File: config.mk
export PLATFORM = sky130hd
export DESIGN_NAME = strip_output_placement
export DESIGN_NICKNAME = d
export VERILOG_FILES = /design/src/design/sop_pkg.sv /design/src/design/sop_clip.sv /design/src/design/sop_scale.sv /design/src/design/sop_place.sv /design/src/design/sop_sat.sv /design/src/design/strip_output_placement.sv
export SDC_FILE = /design/constraint.sdc
export NUM_CORES = 2
export LEC_CHECK = 0
export ABC_CLOCK_PERIOD_IN_PS = 13300
export BUFFER_PORTS_ARGS = -buffer_cell sky130_fd_sc_hd__buf_2
export CAP_MARGIN = 20
export CORE_UTILIZATION = 55
export DETAILED_ROUTE_END_ITERATION = 6
export PLACE_DENSITY = 0.83
export SLEW_MARGIN = 25
export SYNTH_ARGS = -nofsm -noshare
export SYNTH_HDL_FRONTEND = slang
export SYNTH_SLANG_ARGS = --single-unit
File: constraint.sdc
create_clock -name i_clk -period 13.3 [get_ports i_clk]
set_clock_uncertainty 0.15 [all_clocks]
set_input_delay 1.995 -clock i_clk [delete_from_list [all_inputs] [get_ports i_clk]]
set_output_delay 1.995 -clock i_clk [all_outputs]
set_load 0.02 [all_outputs]
File: src/design/sop_pkg.sv
// Shared types and constants for the strip output placement block.
// Holds the configuration set, the stage payload structs and the field widths.
// Used by every module in the design folder.
package sop_pkg;

    localparam int COORD_BITS   = 16;
    localparam int POS_W        = 16;
    localparam int ROW_W        = 13;
    localparam int REL_W        = POS_W + 1;
    localparam int SCALE_W      = 12;
    localparam int ORIENT_W     = 4;
    localparam int SCALE_SHIFT  = 4;
    localparam int PROD_W       = REL_W + SCALE_W;
    localparam int SCL_W        = PROD_W - SCALE_SHIFT;
    localparam int CFG_IDX_W    = 3;
    localparam int CFG_DATA_W   = 16;
    localparam int IN_DATA_W    = 32;

    localparam logic [SCALE_W-1:0] SCALE_RESET = SCALE_W'(16);

    typedef enum logic [CFG_IDX_W-1:0] {
        REG_CROP_ROW_START = 3'd0,
        REG_CROP_HEIGHT    = 3'd1,
        REG_CROP_WIDTH     = 3'd2,
        REG_SCALE_X16      = 3'd3,
        REG_SCALE_Y16      = 3'd4,
        REG_ORIENTATION    = 3'd5,
        REG_OFFSET_X       = 3'd6,
        REG_OFFSET_Y       = 3'd7
    } t_reg_idx;

    typedef struct packed {
        logic [POS_W-1:0]    crop_row_start;
        logic [POS_W-1:0]    crop_height;
        logic [POS_W-1:0]    crop_width;
        logic [SCALE_W-1:0]  scale_x16;
        logic [SCALE_W-1:0]  scale_y16;
        logic [ORIENT_W-1:0] orientation;
        logic [POS_W-1:0]    offset_x;
        logic [POS_W-1:0]    offset_y;
    } t_cfg;

    typedef struct packed {
        logic             render;
        logic [ROW_W-1:0] src_start;
        logic [ROW_W-1:0] src_count;
        logic [POS_W-1:0] a_rel;
        logic [REL_W-1:0] b_rel;
    } t_clip;

    typedef struct packed {
        logic             render;
        logic [ROW_W-1:0] src_start;
        logic [ROW_W-1:0] src_count;
        logic [SCL_W-1:0] a_sc;
        logic [SCL_W-1:0] b_sc;
        logic [SCL_W-1:0] sw;
        logic [SCL_W-1:0] sh;
    } t_scal;

    typedef struct packed {
        logic             render;
        logic [ROW_W-1:0] src_start;
        logic [ROW_W-1:0] src_count;
        logic [SCL_W-1:0] x;
        logic [SCL_W-1:0] y;
        logic [SCL_W-1:0] w;
        logic [SCL_W-1:0] h;
    } t_plc;

endpackage

File: src/design/sop_clip.sv
// First pipeline stage: clips the strip to the crop band.
// Depends on sop_pkg for the configuration and stage payload types.
module sop_clip (
    input  logic                       i_clk,
    input  logic                       i_rst_n,
    input  sop_pkg::t_cfg              i_cfg,
    input  logic                       i_vld,
    output logic                       o_rdy,
    input  logic [sop_pkg::POS_W-1:0]  i_row_offset,
    input  logic [sop_pkg::ROW_W-1:0]  i_rows,
    output logic                       o_vld,
    input  logic                       i_rdy,
    output sop_pkg::t_clip             o_data
);

    logic                         r_vld;
    sop_pkg::t_clip               r_data;
    sop_pkg::t_clip               n_data;
    logic [sop_pkg::POS_W-1:0]    a_abs;
    logic [sop_pkg::REL_W-1:0]    s_end;
    logic [sop_pkg::REL_W-1:0]    c_end;
    logic [sop_pkg::REL_W-1:0]    b_abs;
    logic [sop_pkg::REL_W-1:0]    a_ext;
    logic [sop_pkg::POS_W-1:0]    start_diff;
    logic [sop_pkg::REL_W-1:0]    count_diff;

    always_comb begin
        a_abs = (i_cfg.crop_row_start > i_row_offset) ? i_cfg.crop_row_start : i_row_offset;
        a_ext = {1'b0, a_abs};
        s_end = {1'b0, i_row_offset} + sop_pkg::REL_W'(i_rows);
        c_end = {1'b0, i_cfg.crop_row_start} + {1'b0, i_cfg.crop_height};
        b_abs = (s_end < c_end) ? s_end : c_end;
        start_diff = a_abs - i_row_offset;
        count_diff = b_abs - a_ext;
        n_data.render    = b_abs > a_ext;
        n_data.src_start = start_diff[sop_pkg::ROW_W-1:0];
        n_data.src_count = count_diff[sop_pkg::ROW_W-1:0];
        n_data.a_rel     = a_abs - i_cfg.crop_row_start;
        n_data.b_rel     = b_abs - {1'b0, i_cfg.crop_row_start};
    end

    assign o_rdy = !r_vld || i_rdy;

    always_ff @(posedge i_clk) begin
        if (!i_rst_n) begin
            r_vld <= 1'b0;
        end else if (o_rdy) begin
            r_vld <= i_vld;
        end
        if (o_rdy && i_vld) begin
            r_data <= n_data;
        end
    end

    assign o_vld  = r_vld;
    assign o_data = r_data;

endmodule

File: src/design/sop_scale.sv
// Second pipeline stage: scales band rows and crop sizes by the factors in sixteenths.
// Depends on sop_pkg; holds the four narrow multipliers of the block.
module sop_scale (
    input  logic           i_clk,
    input  logic           i_rst_n,
    input  sop_pkg::t_cfg  i_cfg,
    input  logic           i_vld,
    output logic           o_rdy,
    input  sop_pkg::t_clip i_data,
    output logic           o_vld,
    input  logic           i_rdy,
    output sop_pkg::t_scal o_data
);

    logic                          r_vld;
    sop_pkg::t_scal                r_data;
    sop_pkg::t_scal                n_data;
    logic [sop_pkg::PROD_W-1:0]    prod_a;
    logic [sop_pkg::PROD_W-1:0]    prod_b;
    logic [sop_pkg::PROD_W-1:0]    prod_w;
    logic [sop_pkg::PROD_W-1:0]    prod_h;

    always_comb begin
        prod_a = sop_pkg::PROD_W'(i_data.a_rel) * sop_pkg::PROD_W'(i_cfg.scale_y16);
        prod_b = sop_pkg::PROD_W'(i_data.b_rel) * sop_pkg::PROD_W'(i_cfg.scale_y16);
        prod_w = sop_pkg::PROD_W'(i_cfg.crop_width) * sop_pkg::PROD_W'(i_cfg.scale_x16);
        prod_h = sop_pkg::PROD_W'(i_cfg.crop_height) * sop_pkg::PROD_W'(i_cfg.scale_y16);
        n_data.render    = i_data.render;
        n_data.src_start = i_data.src_start;
        n_data.src_count = i_data.src_count;
        n_data.a_sc      = prod_a[sop_pkg::PROD_W-1:sop_pkg::SCALE_SHIFT];
        n_data.b_sc      = prod_b[sop_pkg::PROD_W-1:sop_pkg::SCALE_SHIFT];
        n_data.sw        = prod_w[sop_pkg::PROD_W-1:sop_pkg::SCALE_SHIFT];
        n_data.sh        = prod_h[sop_pkg::PROD_W-1:sop_pkg::SCALE_SHIFT];
    end

    assign o_rdy = !r_vld || i_rdy;

    always_ff @(posedge i_clk) begin
        if (!i_rst_n) begin
            r_vld <= 1'b0;
        end else if (o_rdy) begin
            r_vld <= i_vld;
        end
        if (o_rdy && i_vld) begin
            r_data <= n_data;
        end
    end

    assign o_vld  = r_vld;
    assign o_data = r_data;

endmodule

File: src/design/sop_place.sv
// Third pipeline stage: places the scaled band under rotation and mirroring.
// Depends on sop_pkg for the stage payload types.
module sop_place (
    input  logic           i_clk,
    input  logic           i_rst_n,
    input  sop_pkg::t_cfg  i_cfg,
    input  logic           i_vld,
    output logic           o_rdy,
    input  sop_pkg::t_scal i_data,
    output logic           o_vld,
    input  logic           i_rdy,
    output sop_pkg::t_plc  o_data
);

    logic                         r_vld;
    sop_pkg::t_plc                r_data;
    sop_pkg::t_plc                n_data;
    logic                         odd_rot;
    logic                         mirror;
    logic                         far_side;
    logic [sop_pkg::SCL_W-1:0]    band;
    logic [sop_pkg::SCL_W-1:0]    pos;

    // The band lies along y for rotations 0 and 180 and along x for 90 and 270.
    // Its position is measured from the near edge (A) or the far edge (scaled height minus B).
    always_comb begin
        odd_rot  = i_cfg.orientation[0];
        mirror   = odd_rot ? i_cfg.orientation[2] : i_cfg.orientation[3];
        far_side = i_cfg.orientation[1] ^ mirror;
        band     = i_data.b_sc - i_data.a_sc;
        pos      = far_side ? (i_data.sh - i_data.b_sc) : i_data.a_sc;
        n_data.render    = i_data.render;
        n_data.src_start = i_data.src_start;
        n_data.src_count = i_data.src_count;
        n_data.x         = odd_rot ? pos : '0;
        n_data.y         = odd_rot ? '0 : pos;
        n_data.w         = odd_rot ? band : i_data.sw;
        n_data.h         = odd_rot ? i_data.sw : band;
    end

    assign o_rdy = !r_vld || i_rdy;

    always_ff @(posedge i_clk) begin
        if (!i_rst_n) begin
            r_vld <= 1'b0;
        end else if (o_rdy) begin
            r_vld <= i_vld;
        end
        if (o_rdy && i_vld) begin
            r_data <= n_data;
        end
    end

    assign o_vld  = r_vld;
    assign o_data = r_data;

endmodule

File: src/design/sop_sat.sv
// Last pipeline stage: adds the output offset and saturates the coordinates.
// Depends on sop_pkg; its register is the output register of the block.
module sop_sat #(
    parameter int COORD_BITS = sop_pkg::COORD_BITS
) (
    input  logic                       i_clk,
    input  logic                       i_rst_n,
    input  sop_pkg::t_cfg              i_cfg,
    input  logic                       i_vld,
    output logic                       o_rdy,
    input  sop_pkg::t_plc              i_data,
    output logic                       o_vld,
    input  logic                       i_rdy,
    output logic                       o_render,
    output logic [sop_pkg::ROW_W-1:0]  o_src_start,
    output logic [sop_pkg::ROW_W-1:0]  o_src_count,
    output logic [COORD_BITS-1:0]      o_x,
    output logic [COORD_BITS-1:0]      o_y,
    output logic [COORD_BITS-1:0]      o_w,
    output logic [COORD_BITS-1:0]      o_h
);

    localparam int SUM_W = sop_pkg::SCL_W + 1;
    localparam int EXT_W = (COORD_BITS > SUM_W) ? COORD_BITS : SUM_W;

    function automatic logic [COORD_BITS-1:0] sat(input logic [SUM_W-1:0] v);
        logic [EXT_W-1:0] ext;
        ext = EXT_W'(v);
        if ((ext >> COORD_BITS) != '0) begin
            sat = '1;
        end else begin
            sat = ext[COORD_BITS-1:0];
        end
    endfunction

    logic                         r_vld;
    logic                         r_render;
    logic [sop_pkg::ROW_W-1:0]    r_src_start;
    logic [sop_pkg::ROW_W-1:0]    r_src_count;
    logic [COORD_BITS-1:0]        r_x;
    logic [COORD_BITS-1:0]        r_y;
    logic [COORD_BITS-1:0]        r_w;
    logic [COORD_BITS-1:0]        r_h;
    logic [SUM_W-1:0]             sum_x;
    logic [SUM_W-1:0]             sum_y;
    logic                         keep;

    always_comb begin
        keep  = i_data.render;
        sum_x = SUM_W'(i_cfg.offset_x) + SUM_W'(i_data.x);
        sum_y = SUM_W'(i_cfg.offset_y) + SUM_W'(i_data.y);
    end

    assign o_rdy = !r_vld || i_rdy;

    // A skipped strip gives an all-zero result.
    always_ff @(posedge i_clk) begin
        if (!i_rst_n) begin
            r_vld <= 1'b0;
        end else if (o_rdy) begin
            r_vld <= i_vld;
        end
        if (o_rdy && i_vld) begin
            r_render    <= keep;
            r_src_start <= keep ? i_data.src_start : '0;
            r_src_count <= keep ? i_data.src_count : '0;
            r_x         <= keep ? sat(sum_x) : '0;
            r_y         <= keep ? sat(sum_y) : '0;
            r_w         <= keep ? sat(SUM_W'(i_data.w)) : '0;
            r_h         <= keep ? sat(SUM_W'(i_data.h)) : '0;
        end
    end

    assign o_vld       = r_vld;
    assign o_render    = r_render;
    assign o_src_start = r_src_start;
    assign o_src_count = r_src_count;
    assign o_x         = r_x;
    assign o_y         = r_y;
    assign o_w         = r_w;
    assign o_h         = r_h;

endmodule

File: src/design/strip_output_placement.sv
// Top level of the strip output placement block: configuration registers and four stages.
// Depends on sop_pkg, sop_clip, sop_scale, sop_place and sop_sat.
//
//   Channel   Direction  Handshake                   Payload
//   s_axis    in         i_s_axis_tvalid/tready      strip_row_offset, strip_rows
//   m_axis    out        o_m_axis_tvalid/tready      render in tuser, rows and block in tdata
//   cfg       in         i_cfg_valid/o_cfg_ready     register index and write data
//
// One item enters per cycle while no stall has backed up to the input; each item is
// registered in turn by the four register stages: clip, multiply, place, saturate.
// A stalled output holds its stage; earlier stages keep filling their empty slots.
// Synchronous active-low reset empties the pipeline and loads the register defaults.
module strip_output_placement #(
    parameter int COORD_BITS = sop_pkg::COORD_BITS
) (
    input  logic                                 i_clk,
    input  logic                                 i_rst_n,
    input  logic                                 i_cfg_valid,
    output logic                                 o_cfg_ready,
    input  logic [sop_pkg::CFG_IDX_W-1:0]        i_cfg_index,
    input  logic [sop_pkg::CFG_DATA_W-1:0]       i_cfg_data,
    input  logic                                 i_s_axis_tvalid,
    output logic                                 o_s_axis_tready,
    // strip_row_offset [15:0], strip_rows [28:16], zero fill above
    input  logic [sop_pkg::IN_DATA_W-1:0]        i_s_axis_tdata,
    output logic                                 o_m_axis_tvalid,
    input  logic                                 i_m_axis_tready,
    // src_row_start, src_row_count, out_x, out_y, out_w, out_h, zero fill above
    output logic [((2*sop_pkg::ROW_W+4*COORD_BITS+7)/8)*8-1:0] o_m_axis_tdata,
    // render
    output logic [0:0]                           o_m_axis_tuser
);

    localparam int OUT_USED_W = 2 * sop_pkg::ROW_W + 4 * COORD_BITS;
    localparam int OUT_W      = ((OUT_USED_W + 7) / 8) * 8;

    sop_pkg::t_cfg               r_cfg;
    sop_pkg::t_clip              clip_data;
    sop_pkg::t_scal              scal_data;
    sop_pkg::t_plc               plc_data;
    logic                        clip_vld;
    logic                        clip_rdy;
    logic                        scal_vld;
    logic                        scal_rdy;
    logic                        plc_vld;
    logic                        plc_rdy;
    logic                        out_render;
    logic [sop_pkg::ROW_W-1:0]   out_start;
    logic [sop_pkg::ROW_W-1:0]   out_count;
    logic [COORD_BITS-1:0]       out_x;
    logic [COORD_BITS-1:0]       out_y;
    logic [COORD_BITS-1:0]       out_w;
    logic [COORD_BITS-1:0]       out_h;

    assign o_cfg_ready = 1'b1;

    always_ff @(posedge i_clk) begin
        if (!i_rst_n) begin
            r_cfg.crop_row_start <= '0;
            r_cfg.crop_height    <= '0;
            r_cfg.crop_width     <= '0;
            r_cfg.scale_x16      <= sop_pkg::SCALE_RESET;
            r_cfg.scale_y16      <= sop_pkg::SCALE_RESET;
            r_cfg.orientation    <= '0;
            r_cfg.offset_x       <= '0;
            r_cfg.offset_y       <= '0;
        end else if (i_cfg_valid) begin
            unique case (sop_pkg::t_reg_idx'(i_cfg_index))
                sop_pkg::REG_CROP_ROW_START: r_cfg.crop_row_start <= i_cfg_data;
                sop_pkg::REG_CROP_HEIGHT:    r_cfg.crop_height    <= i_cfg_data;
                sop_pkg::REG_CROP_WIDTH:     r_cfg.crop_width     <= i_cfg_data;
                sop_pkg::REG_SCALE_X16: begin
                    r_cfg.scale_x16 <= i_cfg_data[sop_pkg::SCALE_W-1:0];
                end
                sop_pkg::REG_SCALE_Y16: begin
                    r_cfg.scale_y16 <= i_cfg_data[sop_pkg::SCALE_W-1:0];
                end
                sop_pkg::REG_ORIENTATION: begin
                    r_cfg.orientation <= i_cfg_data[sop_pkg::ORIENT_W-1:0];
                end
                sop_pkg::REG_OFFSET_X:       r_cfg.offset_x       <= i_cfg_data;
                sop_pkg::REG_OFFSET_Y:       r_cfg.offset_y       <= i_cfg_data;
                default: ;
            endcase
        end
    end

    sop_clip u_clip (
        .i_clk        (i_clk),
        .i_rst_n      (i_rst_n),
        .i_cfg        (r_cfg),
        .i_vld        (i_s_axis_tvalid),
        .o_rdy        (o_s_axis_tready),
        .i_row_offset (i_s_axis_tdata[sop_pkg::POS_W-1:0]),
        .i_rows       (i_s_axis_tdata[sop_pkg::POS_W+sop_pkg::ROW_W-1:sop_pkg::POS_W]),
        .o_vld        (clip_vld),
        .i_rdy        (clip_rdy),
        .o_data       (clip_data)
    );

    sop_scale u_scale (
        .i_clk   (i_clk),
        .i_rst_n (i_rst_n),
        .i_cfg   (r_cfg),
        .i_vld   (clip_vld),
        .o_rdy   (clip_rdy),
        .i_data  (clip_data),
        .o_vld   (scal_vld),
        .i_rdy   (scal_rdy),
        .o_data  (scal_data)
    );

    sop_place u_place (
        .i_clk   (i_clk),
        .i_rst_n (i_rst_n),
        .i_cfg   (r_cfg),
        .i_vld   (scal_vld),
        .o_rdy   (scal_rdy),
        .i_data  (scal_data),
        .o_vld   (plc_vld),
        .i_rdy   (plc_rdy),
        .o_data  (plc_data)
    );

    sop_sat #(
        .COORD_BITS (COORD_BITS)
    ) u_sat (
        .i_clk       (i_clk),
        .i_rst_n     (i_rst_n),
        .i_cfg       (r_cfg),
        .i_vld       (plc_vld),
        .o_rdy       (plc_rdy),
        .i_data      (plc_data),
        .o_vld       (o_m_axis_tvalid),
        .i_rdy       (i_m_axis_tready),
        .o_render    (out_render),
        .o_src_start (out_start),
        .o_src_count (out_count),
        .o_x         (out_x),
        .o_y         (out_y),
        .o_w         (out_w),
        .o_h         (out_h)
    );

    assign o_m_axis_tuser = out_render;
    assign o_m_axis_tdata = OUT_W'({out_h, out_w, out_y, out_x, out_count, out_start});

    // A skipped strip carries no row range and no block.
    a_skip_zero: assert property (@(posedge i_clk) disable iff (!i_rst_n)
        (o_m_axis_tvalid && !o_m_axis_tuser[0]) |-> (o_m_axis_tdata == '0))
        else $error("skipped item carries nonzero data");

    // A kept strip always uses at least one row.
    a_kept_rows: assert property (@(posedge i_clk) disable iff (!i_rst_n)
        (o_m_axis_tvalid && o_m_axis_tuser[0]) |-> (out_count != '0))
        else $error("kept item has an empty row range");

    // Input back-pressure only appears when every stage holds an item.
    a_full_stall: assert property (@(posedge i_clk) disable iff (!i_rst_n)
        !o_s_axis_tready |-> (clip_vld && scal_vld && plc_vld && o_m_axis_tvalid))
        else $error("input stalled with an empty stage");

    // An item that leaves the clip stage is registered in the scale stage.
    a_advance: assert property (@(posedge i_clk) disable iff (!i_rst_n)
        (clip_vld && clip_rdy) |=> scal_vld)
        else $error("clip stage item lost");

endmodule
==> flow_summary_export.csv <==
group,metric,value,unit
finish,layout_common_cells,"nand2_1, inv_1, fa_1",
logic_synthesis,yosys_most_used_dff,"edfxtp_1",
logic_synthesis,synth_cells,5266,
sta,worst_slack,3.91,ns
logic_synthesis,syn_area_per_cell,9.64,um2
floorplanning,fp.coreArea,91500,um2
floorplanning,die-area,93500,um2
global_routing,antenna_found_initial,3,
clock_network,cts_tree,"built",
logic_synthesis,synth.area.top_cells,"edfxtp_1, fa_1, ha_1, nand2_1, inv_1",
logic_synthesis,synth-edff-count,402,
logic_synthesis,synth_cell_types,79,
finish,drive_gt1_share,6.24,%
sta,tightest_slew,0.966,ns
hold_path,hold_depth,0,
critical_path,cpMostUsedCell,"a21oi_1",
hold_path,min_path_type,"flop to flop",
critical_path,worstPathRequired,13.49,ns
logic_synthesis,ys_warn_count,0,
logic_synthesis,synth-seq-cells,514,
critical_path,path_delay_family,"compound AO/OA/AOI/OAI gates",
global_routing,grt.total_usage,27.9,%
critical_path,endpoint_kind,"flop",
logic_synthesis,muxShareOfSynthArea,1.03,%
drt,drc,14,
drt,routed_wl,130000,um
finish,final_common_cell,"nand2_1",
finish,layoutNonFillerInstCount,6510,
logic_synthesis,async_reset_ff_share,0,%
power,powerDensity,96.9,nW/um2
logic_synthesis,synth_xor_area_share,4.00,%
sta,fin_setup_tns,0,ns
global_routing,grt_pass1_wl,204000,um
power,p_leak,23.6,nW
clock_network,htree_levels,2,
placement,dp_hpwl,100000,um
critical_path,worstSetupPathType,"input pin to flop",
drt,ant_nets,0,
drt,vias,37700,
critical_path,crit_path_top_delay_cell,"a21oi_2",
clock_network,cts.sinks,514,
finish,area.growth.synth_to_final,6.79,%
floorplanning,rows,111,
logic_synthesis,synth_top_family_by_area,"adder cells",
logic_synthesis,synth.top_cell.area_share,23.8,%
clock_network,cts_setup_buffers,0,
critical_path,worstSetupStartpoint,"i_s_axis_tdata[0]",
sta,rsz0062_at_grt,"no",
hold_path,min_from,"u_scale.o_data[110]",
placement,port_buffers,145,
clock_network,root_buffer,"clkbuf_16",
critical_path,cp_slowest_stage_delay,0.51,ns
critical_path,crit_buf_inv,2,
sta,final.period_utilization,70.6,%
outcome,violations,"design-rule violations",
sta,slew_viol_final,0,
clock_network,numCtsBuffers,56,
floorplanning,die_w,306,um
global_routing,overflow,0,
floorplanning,die_height,306,um
sta,setup_viol_count_final,0,
drt,dr.first_iter.drc_count,2986,
critical_path,start_kind,"input pin",
logic_synthesis,synth-compound-area-share,10.4,%
logic_synthesis,ys_seq_area_share,28.2,%
drt,drtPass1Iterations,7,
critical_path,r2r_end,"u_clip.o_data[16]",
sta,final.min_clock_period,9.39,ns
placement,place_congestion,0.956,
logic_synthesis,syn_area,50800,um2
clock_network,clk_latency,0.65,ns
logic_synthesis,yosys.area_share.adder,34.0,%
placement,pre_cts_ws,3.39,ns
clock_network,cts_buffer_depth,3,
clock_network,clk_pin_slew,0.06,ns
critical_path,rr_startpoint,"r_cfg[76]",
logic_synthesis,synth_top_area_cell,"edfxtp_1",
critical_path,critPathMaxFanout,17,
power,peakVddDrop,98.1,uV
drt,wl_per_cell,20.0,um
critical_path,arrival,9.59,ns
sta,fmax,106,MHz
critical_path,r2r_setup_slack,4.77,ns
sta,hold_viol_final,0,
clock_network,cts_repair_resize_count,0,
sta,max_slew_margin,35.3,%
finish,layout.nets,6360,
drt,drt-vias-per-instance,5.79,
floorplanning,ios,156,
floorplanning,start_util,55.5,%
outcome,status,"finished, violations left",
clock_network,cts_hold_buf,0,
hold_path,min_to,"u_place.o_data[110]",
global_routing,grt_max_degree,89,
logic_synthesis,yosys.area_share.simple,15.2,%
placement,dp_cells,6400,
global_routing,grt_pass1_vias,37900,
job,max-cap-violations,0,
critical_path,worstRegToRegCells,31,
-- worst max path at each step --
stage                             end  slack [ns]  cells past startpoint
floorplan           u_place.o_data[0]        1.09                      2
global placement    u_clip.o_data[16]        3.52                     33
detailed placement  u_clip.o_data[16]        3.39                     33
CTS                 u_clip.o_data[16]        4.00                     33
global route        u_clip.o_data[16]        3.37                     33
finish              u_clip.o_data[16]        3.91                     33
-- synthesized netlist by cell type (all sizes together) (66+ instances only) --
| cell type | n |
|---|---|
| nand2 | 888 |
| inv | 724 |
| fa | 580 |
| ha | 451 |
| edfxtp | 402 |
| and2 | 288 |
| clkbuf | 222 |
| nor2 | 216 |
| a21oi | 194 |
| xnor2 | 160 |
| o21ai | 120 |
| a21boi | 115 |
| dfxtp | 112 |
| o21a | 94 |
| a21o | 75 |
| xor2 | 72 |
| nand3 | 66 |
| nor3 | 66 |
-- power by group --
group	switching [mW]	leakage (nW)	total [mW]	internal [mW]
clock network	0.691	0.862	1.54	0.848
logic	0.997	18.1	1.62	0.622
registers	0.181	4.69	2.09	1.91
total	1.87	23.6	5.25	3.38
-- kinds of logic (layout without fill, tap and decap cells) --
| logic type | count (synthesis) | after routing |
|---|---|---|
| AO/OA/AOI/OAI | 782 | 782 |
| buffers and inverters | 958 | 1007 |
| adder cells (fa/ha/maj) | 1032 | 1032 |
| flip-flops | 514 | 514 |
| other | 2 | 11 |
| multiplexers | 48 | 48 |
| AND/OR/NAND/NOR | 1698 | 1698 |
| XOR/XNOR | 232 | 232 |
-- metal layers --
layer / vias up / GRT usage (%) / wire length (um)
li1: 17100 / - / -
met1: 18500 / 34.8 / 49900
met2: 1697 / 46.8 / 61900
met3: 389 / 4.53 / 10700
met4: 2 / 14.6 / 7680
met5: - / 0 / 11
-- metrics by stage --
stage,hold slack [ns],instance area (um2),power (mW),utilization (%)
final,0.267,54200,5.25,59.3
after global placement,0.252,52400,3.65,57.2
after global routing,0.273,54200,5.50,59.2
after CTS,0.268,54200,5.25,59.2
after detailed placement,0.255,52400,3.71,57.2
after floorplan,0.250,50800,3.18,-
-- sequential cells by signal, indices dropped and copies added, names as in the netlist, 13 cells and up --
| name | flops |
|---|---|
| u_place.o_data | 127 |
| u_scale.o_data | 124 |
| r_cfg | 108 |
| u_clip.o_data | 60 |
| u_sat.o_h | 16 |
| u_sat.o_w | 16 |
| u_sat.o_x | 16 |
| u_sat.o_y | 16 |
| u_sat.o_src_count | 13 |
| u_sat.o_src_start | 13 |
-- cell type report --
class / instances / area [um2]
repair buffers: 177 / 986
diodes: 4 / 10.0
clock inverters: 33 / 267
flip-flops and latches: 514 / 14300
multi-input cells: 3799 / 32900
inverters: 725 / 2720
well taps: 1186 / 1480
fillers: 7253 / 37300
clock buffers: 72 / 1540
Note: power is estimated with default switching activity, not from simulation.
